<file path="config.mk">
export PLATFORM = sky130hd
export DESIGN_NAME = icmp_echo_responder_core
export DESIGN_NICKNAME = d
export VERILOG_FILES = /design/src/sv/icmp_er_pkg.sv /design/src/sv/icmp_er_parse.sv /design/src/sv/icmp_echo_responder_core.sv
export SDC_FILE = /design/constraint.sdc
export NUM_CORES = 1
export LEC_CHECK = 0
export BUFFER_PORTS_ARGS = -buffer_cell sky130_fd_sc_hd__buf_4
export CAP_MARGIN = 5
export CORE_ASPECT_RATIO = 1.25
export CORE_MARGIN = 2
export CORE_UTILIZATION = 64
export DETAILED_ROUTE_END_ITERATION = 10
export PLACE_DENSITY_LB_ADDON = 0.12
export REMOVE_ABC_BUFFERS = 1
export SLEW_MARGIN = 30
export SYNTH_ARGS = -nofsm -noshare
export SYNTH_HDL_FRONTEND = slang
export SYNTH_SLANG_ARGS = --single-unit
</file>
<file path="constraint.sdc">
create_clock -name clk_i -period 22.8 [get_ports clk_i]
set_input_delay 2.28 -clock clk_i [delete_from_list [all_inputs] [get_ports clk_i]]
set_output_delay 2.28 -clock clk_i [all_outputs]
set_load 0.03 [all_outputs]
</file>
<file path="src/sv/icmp_er_pkg.sv">
// Shared types, constants and helper functions for the ICMP echo responder.
package icmp_er_pkg;

  // ICMP type codes that the responder recognizes.
  localparam logic [7:0] TYPE_ECHO_REPLY    = 8'd0;
  localparam logic [7:0] TYPE_UNREACHABLE   = 8'd3;
  localparam logic [7:0] TYPE_ECHO_REQUEST  = 8'd8;
  localparam logic [7:0] TYPE_TIME_EXCEEDED = 8'd11;

  // Length of the fixed ICMP header in bytes.
  localparam logic [15:0] HDR_BYTES = 16'd8;
  localparam logic [15:0] MASK16    = 16'hFFFF;

  // Verdict codes carried with each result.
  typedef enum logic [2:0] {
    VERDICT_BAD_CSUM   = 3'd0,
    VERDICT_ECHO_REQ   = 3'd1,
    VERDICT_ECHO_REPLY = 3'd2,
    VERDICT_UNREACH    = 3'd3,
    VERDICT_TIME_EXC   = 3'd4,
    VERDICT_UNHANDLED  = 3'd5,
    VERDICT_TOO_SHORT  = 3'd6
  } verdict_e;

  // One request on the input channel: a message byte with its framing.
  typedef struct packed {
    logic [7:0]  msg_byte;
    logic        last_byte;
    logic [31:0] peer_addr;
  } in_req_t;

  // One request on the output channel: the verdict and reply header.
  typedef struct packed {
    verdict_e    verdict;
    logic [7:0]  msg_type;
    logic [7:0]  msg_code;
    logic [15:0] ident;
    logic [15:0] seq_num;
    logic [15:0] reply_checksum;
    logic [15:0] payload_len;
    logic [31:0] reply_addr;
  } out_req_t;

  // One's-complement 16-bit add with end-around carry.
  function automatic logic [15:0] ones_add(input logic [15:0] a, input logic [15:0] b);
    logic [16:0] s;
    s = {1'b0, a} + {1'b0, b};
    return s[15:0] + {15'd0, s[16]};
  endfunction

endpackage

</file>
<file path="src/sv/icmp_er_parse.sv">
// Per-message state: header capture, running checksum and verdict logic.
module icmp_er_parse
  import icmp_er_pkg::*;
(
  input  logic     clk_i,
  input  logic     rst_ni,
  input  logic     en_i,
  input  in_req_t  req_i,
  output out_req_t res_o
);

  logic [15:0] count_q, count_d;
  logic        long_q, long_d;
  logic [15:0] sum_q, sum_d;
  logic [7:0]  high_q, high_d;
  logic [7:0]  type_q, type_d;
  logic [7:0]  code_q, code_d;
  logic [15:0] cks_q, cks_d;
  logic [15:0] ident_q, ident_d;
  logic [15:0] seq_q, seq_d;
  logic [31:0] addr_q, addr_d;

  logic        in_hdr;
  logic        low_hdr;
  logic [15:0] word;
  logic        add_word;
  logic        too_short;
  logic [15:0] calc_cks;
  verdict_e    verdict;
  logic [15:0] reply_cks;
  logic [15:0] payload;

  // Next state for the current byte, before the end-of-message clear.
  always_comb begin
    in_hdr  = !long_q && (count_q < HDR_BYTES);
    low_hdr = in_hdr && (count_q[15:2] == 14'd0);

    type_d  = type_q;
    code_d  = code_q;
    cks_d   = cks_q;
    ident_d = ident_q;
    seq_d   = seq_q;
    addr_d  = addr_q;
    if (in_hdr) begin
      case (count_q[2:0])
        3'd0: begin
          type_d = req_i.msg_byte;
          addr_d = req_i.peer_addr;
        end
        3'd1: code_d = req_i.msg_byte;
        3'd2: cks_d[15:8] = req_i.msg_byte;
        3'd3: cks_d[7:0] = req_i.msg_byte;
        3'd4: ident_d[15:8] = req_i.msg_byte;
        3'd5: ident_d[7:0] = req_i.msg_byte;
        3'd6: seq_d[15:8] = req_i.msg_byte;
        default: seq_d[7:0] = req_i.msg_byte;
      endcase
    end

    // Pair bytes into big-endian words; an odd trailing byte is the high half.
    // The type/code and checksum words stay out of the running sum.
    word     = count_q[0] ? {high_q, req_i.msg_byte} : {req_i.msg_byte, 8'h00};
    add_word = !low_hdr && (count_q[0] || req_i.last_byte);
    sum_d    = add_word ? ones_add(sum_q, word) : sum_q;
    high_d   = count_q[0] ? high_q : req_i.msg_byte;

    count_d = count_q + 16'd1;
    long_d  = long_q || (count_d == 16'd0);
  end

  // Verdict and reply header for a message that ends with this byte.
  always_comb begin
    too_short = !long_d && (count_d < HDR_BYTES);
    if (long_d) begin
      payload = MASK16;
    end else if (too_short) begin
      payload = 16'd0;
    end else begin
      payload = count_d - HDR_BYTES;
    end

    calc_cks  = ~ones_add(sum_d, {type_d, code_d});
    reply_cks = 16'd0;
    if (too_short) begin
      verdict = VERDICT_TOO_SHORT;
    end else if (calc_cks != cks_d) begin
      verdict = VERDICT_BAD_CSUM;
    end else if (type_d == TYPE_ECHO_REQUEST) begin
      verdict   = VERDICT_ECHO_REQ;
      reply_cks = ~sum_d;
    end else if (type_d == TYPE_ECHO_REPLY) begin
      verdict = VERDICT_ECHO_REPLY;
    end else if (type_d == TYPE_UNREACHABLE) begin
      verdict = VERDICT_UNREACH;
    end else if (type_d == TYPE_TIME_EXCEEDED) begin
      verdict = VERDICT_TIME_EXC;
    end else begin
      verdict = VERDICT_UNHANDLED;
    end

    res_o.verdict        = verdict;
    res_o.msg_type       = type_d;
    res_o.msg_code       = code_d;
    res_o.ident          = ident_d;
    res_o.seq_num        = seq_d;
    res_o.reply_checksum = reply_cks;
    res_o.payload_len    = payload;
    res_o.reply_addr     = addr_d;
  end

  // Message state; everything returns to zero after the final byte.
  always_ff @(posedge clk_i or negedge rst_ni) begin
    if (!rst_ni) begin
      count_q <= '0;
      long_q  <= 1'b0;
      sum_q   <= '0;
      high_q  <= '0;
      type_q  <= '0;
      code_q  <= '0;
      cks_q   <= '0;
      ident_q <= '0;
      seq_q   <= '0;
      addr_q  <= '0;
    end else if (en_i) begin
      if (req_i.last_byte) begin
        count_q <= '0;
        long_q  <= 1'b0;
        sum_q   <= '0;
        high_q  <= '0;
        type_q  <= '0;
        code_q  <= '0;
        cks_q   <= '0;
        ident_q <= '0;
        seq_q   <= '0;
        addr_q  <= '0;
      end else begin
        count_q <= count_d;
        long_q  <= long_d;
        sum_q   <= sum_d;
        high_q  <= high_d;
        type_q  <= type_d;
        code_q  <= code_d;
        cks_q   <= cks_d;
        ident_q <= ident_d;
        seq_q   <= seq_d;
        addr_q  <= addr_d;
      end
    end
  end

endmodule

</file>
<file path="src/sv/icmp_echo_responder_core.sv">
// Top level of the ICMP echo responder: input register, parser and result register.
//
//   Channel | Direction | Payload    | Handshake
//   in      | input     | in_req_t   | in_valid_i / in_stall_o
//   out     | output    | out_req_t  | out_valid_o / out_stall_i
//
// One byte is taken per cycle unless in_stall_o is raised; a final byte passes from
// the input register through the parser into the result register behind out_valid_o.
// The running one's-complement add in the parser sets the per-byte timing.
// Reset clears all message state; no clearing pass is needed.
// Non-final bytes keep flowing while a result waits; only a final byte stalls
// behind an unaccepted result.
module icmp_echo_responder_core
  import icmp_er_pkg::*;
(
  input  logic     clk_i,
  input  logic     rst_ni,
  input  logic     in_valid_i,
  output logic     in_stall_o,
  input  in_req_t  in_data_i,
  output logic     out_valid_o,
  input  logic     out_stall_i,
  output out_req_t out_data_o
);

  logic     s1_valid_q, s1_valid_d;
  in_req_t  s1_req_q;
  logic     s1_adv;
  logic     in_take;
  logic     res_load;
  out_req_t res_next;
  logic     out_valid_q, out_valid_d;
  out_req_t out_req_q;

  // A held byte moves on unless it ends a message and the result slot is busy.
  assign s1_adv     = !s1_req_q.last_byte || !out_valid_q || !out_stall_i;
  assign in_stall_o = s1_valid_q && !s1_adv;
  assign in_take    = in_valid_i && !in_stall_o;
  assign res_load   = s1_valid_q && s1_adv && s1_req_q.last_byte;

  always_comb begin
    s1_valid_d = in_take || (s1_valid_q && !s1_adv);
    if (res_load) begin
      out_valid_d = 1'b1;
    end else begin
      out_valid_d = out_valid_q && out_stall_i;
    end
  end

  icmp_er_parse u_parse (
    .clk_i  (clk_i),
    .rst_ni (rst_ni),
    .en_i   (s1_valid_q && s1_adv),
    .req_i  (s1_req_q),
    .res_o  (res_next)
  );

  // Control flags.
  always_ff @(posedge clk_i or negedge rst_ni) begin
    if (!rst_ni) begin
      s1_valid_q  <= 1'b0;
      out_valid_q <= 1'b0;
    end else begin
      s1_valid_q  <= s1_valid_d;
      out_valid_q <= out_valid_d;
    end
  end

  // Payload registers.
  always_ff @(posedge clk_i) begin
    if (in_take) begin
      s1_req_q <= in_data_i;
    end
    if (res_load) begin
      out_req_q <= res_next;
    end
  end

  assign out_valid_o = out_valid_q;
  assign out_data_o  = out_req_q;

endmodule
</file>
==> flow_results.org, run 1 <==
** Layout
- After filler insertion, the fill cell instance count of the layout stands at 1619.
- After the flow finishes, the layout carries non-filler instances totaling 1743.
- The post-route netlist has 24.40% of its cells at a drive strength greater than 1.
- The library cell used most frequently in the layout, excluding fill and tap cells, is sky130_fd_sc_hd__buf_4.
- The net count of the finished layout is 1517.
- Diodes inserted :: 0
- Commonest non-fill, non-tap cells in the layout :: sky130_fd_sc_hd__buf_4, sky130_fd_sc_hd__edfxtp_1, sky130_fd_sc_hd__dfrtp_1
- The area growth from synthesis to layout is 15.87%.

** Power and ir drop
- IR analysis of the VDD net gives a maximum drop of 72.98 uV.
- NetSw :: 0.5607 mW
- Net Sw Frac :: 33.22%
- LEAKAGE :: 7.497 nW
- Per report_power, the combinational group accounts for 31.5% of the total.
- Internal power comes to 1.127 mW.
- In this run, flip-flops and latches consume 40.1% of the power.
- P per Cell Area :: 95.95 nW/um^2
- Clock group share of total power :: 28.4%

** Die
- Height of the die :: 176.2 um
- The die covers 24970 sq um.
- Core Region :: 23490 sq um
- During I/O placement, the number of pins put on the boundary was 162.
- Number of rows in the core area :: 63
- The initial utilization of the core area, before any placement, comes to 64.62%.
- The floorplan step set the die width to 141.7 um.

** Synth
- In the synthesized netlist the async set-or-reset flop fraction comes to 47.12%.
- EDFF count, synth :: 156
- During synthesis, Yosys emitted a total of 0 warnings.
- Summing the sequential cell areas from Yosys gives 53.78% of the chip area.
- After synthesis the netlist holds a flip-flop and latch count of 295.
- The cell area that synthesis handed to floorplanning was 15180 sq um.
- Post-Syn Area per Cell :: 11.71 sq um
- Number of distinct library cell variants in the gate-level netlist after synthesis :: 83
- Most used flip-flop cell after synthesis :: sky130_fd_sc_hd__edfxtp_1
- After technology mapping, the gate count stands at 1296.

** Clock network
- CTS built an H-tree with a depth of 1.
- Clock transition at the registers of the reported paths :: 0.06 ns
- The root buffer cell chosen for the clock tree is sky130_fd_sc_hd__clkbuf_16.
- Counting along the longest clock path gives a buffer depth of 3.
- CTS Buf Count :: 29
- TritonCTS clock tree :: yes
- Post-CTS timing repair inserted 0 buffers for setup.
- Clock Latency Late Sink :: 0.56 ns
- Post-CTS repair changed the size of 0 cells.
- Clock Sink Count :: 295
- Buffers inserted to repair hold after CTS numbered 0.

** Run
- The tool flagged a number of max-cap violations equal to 0.

** STA
- Setup violations remaining at the end of the flow were counted as 0.
- Setup repair after global routing missed its margin :: no
- Clock skew on the completed layout was measured at 0.009130 ns.
- The worst pin sits at a relative slew slack of 37.24%.
- Subtracting the final worst setup slack from the clock period gives 9.797 ns.
- In the finished design, the share of the clock period the worst path needs comes to 42.97%.
- Final-layout worst hold slack :: 0.4887 ns
- Static timing analysis puts the maximum clock frequency at 102.1 MHz.
- Final count of pins violating max slew :: 0
- Tightest Pin Transition :: 0.9334 ns
- Final Hold Violating Endpoints :: 0
- Setup TNS Final :: 0 ns

** Drt
- Pre-Repair DR Iteration Count :: 6
- After detailed routing, the number of vias per cell comes to 6.319.
- DR iter-0 viols :: 857
- Wire per inst :: 20.73 um
- For this run, design rule violations remaining after detail routing come to 0.
- Post-DRT Antenna Nets :: 0
- Total wirelength of the detailed-routed design :: 36.14 mm
- Detailed routing inserted a total of 11010 vias.

** Critical path
- Required time of the worst setup path :: 23.13 ns
- Along the worst path, the maximum fanout reaches 19.
- In this run the critical register-to-register path is captured at out_data_o[55]$_SDFFCE_PP0P_.
- The largest single stage delay on the critical path is 0.95 ns.
- Across all register-to-register paths, the minimum setup slack is 13.00 ns.
- Dominant cell type by count on the critical path :: sky130_fd_sc_hd__ha_1
- The worst register-to-register path begins at s1_req_q[33]$_DFFE_PP_.
- Critical path type :: reg2reg
- Launching element of the worst setup path :: s1_req_q[33]$_DFFE_PP_
- Counting cells, the worst reg-to-reg path comes to 36.
- Highest-delay cell along the critical path :: sky130_fd_sc_hd__or4_1
- The worst setup path is launched from a register.
- Arrival time reported for the critical path endpoint :: 10.13 ns
- Element type at the critical path end :: register
- The critical path ends at out_data_o[55]$_SDFFCE_PP0P_.

** Placement
- # placed instances :: 1689
- The wire-length estimate of the detail-placed layout is 24.67 mm.
- Port buffering added 161 buffers.
- RD Place Congestion :: 0.9131

** Global route
- The via count of the first global-routing pass came to 10820.
- After global routing the overflow that remains totals 0.
- Pin count of the biggest net entering global routing :: 99
- Global-route wire length before repair :: 57.62 mm
- For this run, the total global-route usage over all layers was measured as 29.20%.
- The initial antenna violation count came to 0.

** Hold path
- Startpoint of the lowest-slack hold path :: u_parse.type_q[0]$_DFFE_PN0P_
- In this run the worst hold path is classified as reg2reg.

** Run status
- The run finished with clean final reports.
==> routing by layer <==
metal  GRT usage (%)  wire length, um
met1           39.26            14650
met2           48.14            18080
met3           4.312             1942
met4           11.92             1462
met5               0                0
==> layout make-up <==
class                   instances  area, sq um  share of cell area [%]
multi-input cells             893         6616                   37.62
flip-flops and latches        295         8163                   46.41
inverters                      31        116.4                  0.6616
clock inverters                10        97.59                  0.5549
well taps                     292        365.4                   2.077
repair buffers                178         1355                   7.705
clock buffers                  44        873.3                   4.966
==> cells by family (layout without fill, tap and decap cells) <==
kind of cell | count (synthesis) | in the layout | share of synthesized area, %
DFF | 295 | 295 | 53.78
and+or+nand+nor | 336 | 336 | 11.94
adders and majority gates | 44 | 44 | 3.726
muxes | 114 | 114 | 8.243
AOI/OAI and AO/OA | 335 | 335 | 15.69
xor gates and xnor gates | 64 | 64 | 3.743
buffers and inverters | 108 | 263 | 2.885
==> worst min-delay path by stage <==
stage | slack [ns] | cells past startpoint | end
6_report | 0.49 | 2 | u_parse.type_q[0]$_DFFE_PN0P_
2_1_floorplan | 0.45 | 2 | u_parse.cks_q[11]$_DFFE_PN0P_
3_3_place_gp | 0.46 | 2 | u_parse.type_q[0]$_DFFE_PN0P_
5_1_grt | 0.51 | 1 | u_parse.addr_q[20]$_DFFE_PN0P_
3_5_place_dp | 0.48 | 2 | u_parse.cks_q[11]$_DFFE_PN0P_
4_1_cts | 0.49 | 2 | u_parse.cks_q[11]$_DFFE_PN0P_
==> registers in the layout, indices dropped and copies added, names as in the netlist <==
register,count
out_data_o,115
out_valid_o,1
s1_req_q,41
s1_valid_q,1
u_parse.addr_q,32
u_parse.cks_q,16
u_parse.code_q,8
u_parse.count_q,16
u_parse.high_q,8
u_parse.ident_q,16
u_parse.long_q,1
u_parse.seq_q,16
u_parse.sum_q,16
u_parse.type_q,8
==> per-stage QoR <==
step / util (%) / cell area (sq um) / power (mW) / setup slack (ns)
finish: 74.87 / 17590 / 1.688 / 13.00
global route: 74.87 / 17590 / 1.769 / 12.24
CTS: 74.86 / 17580 / 1.691 / 13.09
detailed placement: 70.73 / 16610 / 1.211 / 13.23
global placement: 70.59 / 16580 / 1.196 / 13.57
floorplan: - / 14860 / 1.058 / 12.57
==> cells in the mapped netlist (31+ instances only) <==
cell type / instances / area [sq um]
sky130_fd_sc_hd__o21ai_0: 85 / 425.4
sky130_fd_sc_hd__edfxtp_1: 156 / 4684
sky130_fd_sc_hd__clkbuf_1: 62 / 232.7
sky130_fd_sc_hd__a22o_1: 89 / 779.5
sky130_fd_sc_hd__mux2_2: 88 / 991.0
sky130_fd_sc_hd__nor2_1: 37 / 138.9
sky130_fd_sc_hd__dfrtp_1: 139 / 3478
sky130_fd_sc_hd__nand3_1: 33 / 165.2
sky130_fd_sc_hd__a21oi_1: 46 / 230.2
sky130_fd_sc_hd__inv_1: 31 / 116.4
sky130_fd_sc_hd__ha_1: 42 / 525.5
sky130_fd_sc_hd__xnor2_1: 37 / 324.1
sky130_fd_sc_hd__nand2_1: 114 / 427.9
==> critical path: cells and delay by family (launching register included) <==
| kind | cells | cell delay, ns |
|---|---|---|
| XOR/XNOR | 2 | 0.30 |
| buffers and inverters | 1 | 0.06 |
| adder cells (fa/ha/maj) | 6 | 1.54 |
| flip-flops | 1 | 0.62 |
| AND/OR/NAND/NOR | 14 | 4.39 |
| AO/OA/AOI/OAI | 13 | 2.60 |
==> power by group through the flow <==
stage | Clock [mW] | Combinational [mW] | Sequential, mW
finish | 0.479 | 0.532 | 0.677
global route | 0.507 | 0.578 | 0.684
CTS | 0.486 | 0.530 | 0.676
detailed placement | 0 | 0.526 | 0.684
global placement | 0 | 0.514 | 0.682
floorplan | 0 | 0.342 | 0.716
Note: power is estimated with default switching activity, not from simulation.
==> run 2: changes to the inputs <==
Settings changed: CORE_UTILIZATION 64 to 54.
Clock period 22.8 ns to 8.82 ns, I/O delays scaled along.
==> run 2 against run 1 <==
First-iteration DRC count decreased by 27%. Clock-buffer cell count fell by 3. Utilization shrank 9.7 points. Sequential power rose to 2.6 times the previous value. Critical path type unchanged.
==> flow_results.org, run 2 (synthesis results as in run 1) <==
** STA
- The final number of max-transition violations is 0.
- Static timing analysis puts the maximum clock frequency at 125.5 MHz.
- Setup repair after global routing missed its margin :: no
- Final worst-path cycle share :: 90.32%
- Setup violations remaining at the end of the flow were counted as 0.
- At the pin with the least slew margin, the transition time is 0.8988 ns.
- Period minus WS final :: 7.966 ns
- Remaining max-slew budget at the tightest pin :: 39.32%
- The number of endpoints with negative hold slack in the final report came to 0.
- Final worst clock skew :: 0.02972 ns
- Setup TNS Final :: 0 ns

** Die
- Initial Utilization :: 54.89%
- The die covers 29470 sq um.
- In this run the horizontal extent of the chip is 154.0 um.
- Height of the die :: 191.4 um
- In this run the standard cell core region covers 27650 sq um.
- After floorplanning, the core was divided into 68 placement rows.
- 162 I/O pins were placed.

** Run
- Max-cap violations in this run came to 0.

** Placement
- Final HPWL DP :: 26.75 mm
- Placed Instance Area :: 16900 sq um
- RD Place Congestion :: 0.9284
- Number of I/O port buffers :: 161

** Power and ir drop
- The analysis attributes to cell leakage a power of 7.670 nW.
- P per Cell Area :: 253.3 nW/um^2
- Gate power share :: 31.6%
- The internal portion of the total power is 3.041 mW.
- Per report_power, the sequential group accounts for 38.3% of the total.
- Worst IR Drop VDD :: 165.9 uV
- Net switching is 33.37% of the power.
- NetSw :: 1.523 mW
- Clock group share of total power :: 30.1%
- Post-route total power :: 4.564 mW

** Drt
- Vias after detailed routing :: 11150
- The detailed router used layers up to and including met4.
- Wire per inst :: 21.54 um
- Post-DRT Antenna Nets :: 0
- DR iter-0 viols :: 629
- The first detailed-routing pass ran for 5 iterations.
- After detailed routing, the met3 layer carries 2.139 mm of wire.
- After detailed routing, the number of vias per cell comes to 6.101.
- Total routed wire length on the met1 layer :: 16.51 mm
- DRC violations left :: 0
- Wire segments on met2 add up to 19.47 mm in the final route.
- For this block, the routed nets add up to 39.36 mm of wire.

** Layout
- Net count of the finished layout :: 1542
- Most common library cell in the layout ignoring fill and taps :: sky130_fd_sc_hd__buf_4
- The register with the most flip-flops in the layout has 115 of them.
- The layout has 2138 filler cells.
- Combined flip-flop and latch cell area :: 8164 sq um
- Relative to the synthesized area, the layout overhead comes to 18.72%.
- Diodes inserted :: 0
- Layout cells sized above 1 :: 26.20%
- Commonest non-fill, non-tap cells in the layout :: sky130_fd_sc_hd__buf_4, sky130_fd_sc_hd__edfxtp_1, sky130_fd_sc_hd__dfrtp_1
- Post-route cell area :: 18020 sq um
- Footprint of the multi-input gates :: 6646 sq um

** Clock network
- Counting every sink on the clock net gives 295.
- At the later pin of the worst-skew pair, clock insertion delay measures 0.60 ns.
- TritonCTS built the clock tree.
- CTS Buf Count :: 30
- CTS built an H-tree with a depth of 1.
- After clock tree synthesis, the clock-pin slew on the worst setup and hold paths is 0.07 ns.
- Quantity of hold-fixing buffers added after cts :: 0
- Library cell used as clock root buffer :: sky130_fd_sc_hd__clkbuf_16
- No sink is reached through more buffers than the 3 on the longest clock path.

** Global route
- The via count of the first global-routing pass is 10910.
- The initial antenna violation count came to 0.
- Entering global routing, the biggest net connects 83 pins.
- For this run, the total global-route usage over all layers was measured as 26.39%.
- Global routing finished with a remaining overflow of 0.
- The first global-routing pass estimated 60.93 mm of wire.

** Critical path
- Delay contributed by the slowest stage of the critical path :: 0.57 ns
- Worst Path Max Fanout :: 9
- In this run the critical register-to-register path is launched from u_parse.count_q[0]$_DFFE_PN0P_.
- Data arrives at the worst endpoint at 8.32 ns.
- In this design, the critical path's most frequently occurring cell is sky130_fd_sc_hd__ha_1.
- Sort of element at the start of the critical path :: register
- The slowest stage of the critical path is the sky130_fd_sc_hd__or4_1 cell.
- Depth of the worst register-to-register path :: 37
- Critical path type :: reg2reg
- STA classifies the critical path endpoint as a register.
- The worst register-to-register path has a setup slack of 0.85 ns.
- In this run the critical register-to-register path is captured at out_data_o[56]$_SDFFCE_PP0P_.
- For the worst setup path, the data required time is 9.17 ns.

** Hold path
- The worst hold path belongs to the class in2async.

** Run status
- Result of the run :: finished, final reports clean
-- run 2: what timing repair did --
| item | CTS | global route |
|---|---|---|
| buffers inserted | 0 | 1 |
| resized for setup | 0 | 14 |
| setup endpoints to repair | 0 | 19 |
-- run 2: cell type report --
cell class              instances  area share (%)
flip-flops and latches        295           45.31
clock inverters                15           1.139
clock buffers                  41           4.853
inverters                      31          0.6457
repair buffers                202           8.742
well taps                     350           2.430
multi-input cells             893           36.88
-- run 2: through the flow --
step	setup WS (ns)	util [%]	hold WS [ns]	cells
6_report	0.8539	65.17	0.2913	1827
5_1_grt	0.1175	65.17	0.3389	1827
4_1_cts	0.3647	65.00	0.3320	1826
3_5_place_dp	0.4806	61.10	0.4775	1770
3_3_place_gp	0.6987	60.80	0.4661	1767
2_1_floorplan	-0.01691	-	0.4492	1219
-- run 2: power groups by stage --
stage	logic, mW	clock network (mW)	registers (mW)
6_report	1.44	1.37	1.75
5_1_grt	1.56	1.44	1.76
4_1_cts	1.43	1.39	1.75
3_5_place_dp	1.42	0	1.77
3_3_place_gp	1.41	0	1.77
2_1_floorplan	0.884	0	1.85
-- run 2: routing by layer --
metal / global-route usage [%] / vias up
li1: - / 5211
met1: 34.63 / 5525
met2: 44.79 / 341
met3: 4.217 / 69
met4: 9.130 / 0
met5: 0 / -
-- run 2: how the worst max path moves through the flow --
stage,end,slack [ns],startpoint
2_1_floorplan,out_data_o[0]$_DFFE_PP_,-0.02,out_stall_i
3_3_place_gp,out_data_o[50]$_SDFFCE_PP0P_,0.70,u_parse.count_q[0]$_DFFE_PN0P_
3_5_place_dp,out_data_o[56]$_SDFFCE_PP0P_,0.48,u_parse.count_q[0]$_DFFE_PN0P_
4_1_cts,out_data_o[56]$_SDFFCE_PP0P_,0.36,u_parse.count_q[0]$_DFFE_PN0P_
5_1_grt,out_data_o[52]$_SDFFCE_PP0P_,0.12,u_parse.count_q[0]$_DFFE_PN0P_
6_report,out_data_o[56]$_SDFFCE_PP0P_,0.85,u_parse.count_q[0]$_DFFE_PN0P_
-- run 2: worst max-delay path, delay by kind of cell, from the launching register on --
family | cells | cell delay, ns
buffers and inverters | 3 | 0.43
and+or+nand+nor | 14 | 3.17
DFF | 1 | 0.43
adders and majority gates | 6 | 1.56
AOI/OAI and AO/OA | 13 | 1.96
xor gates and xnor gates | 1 | 0.16
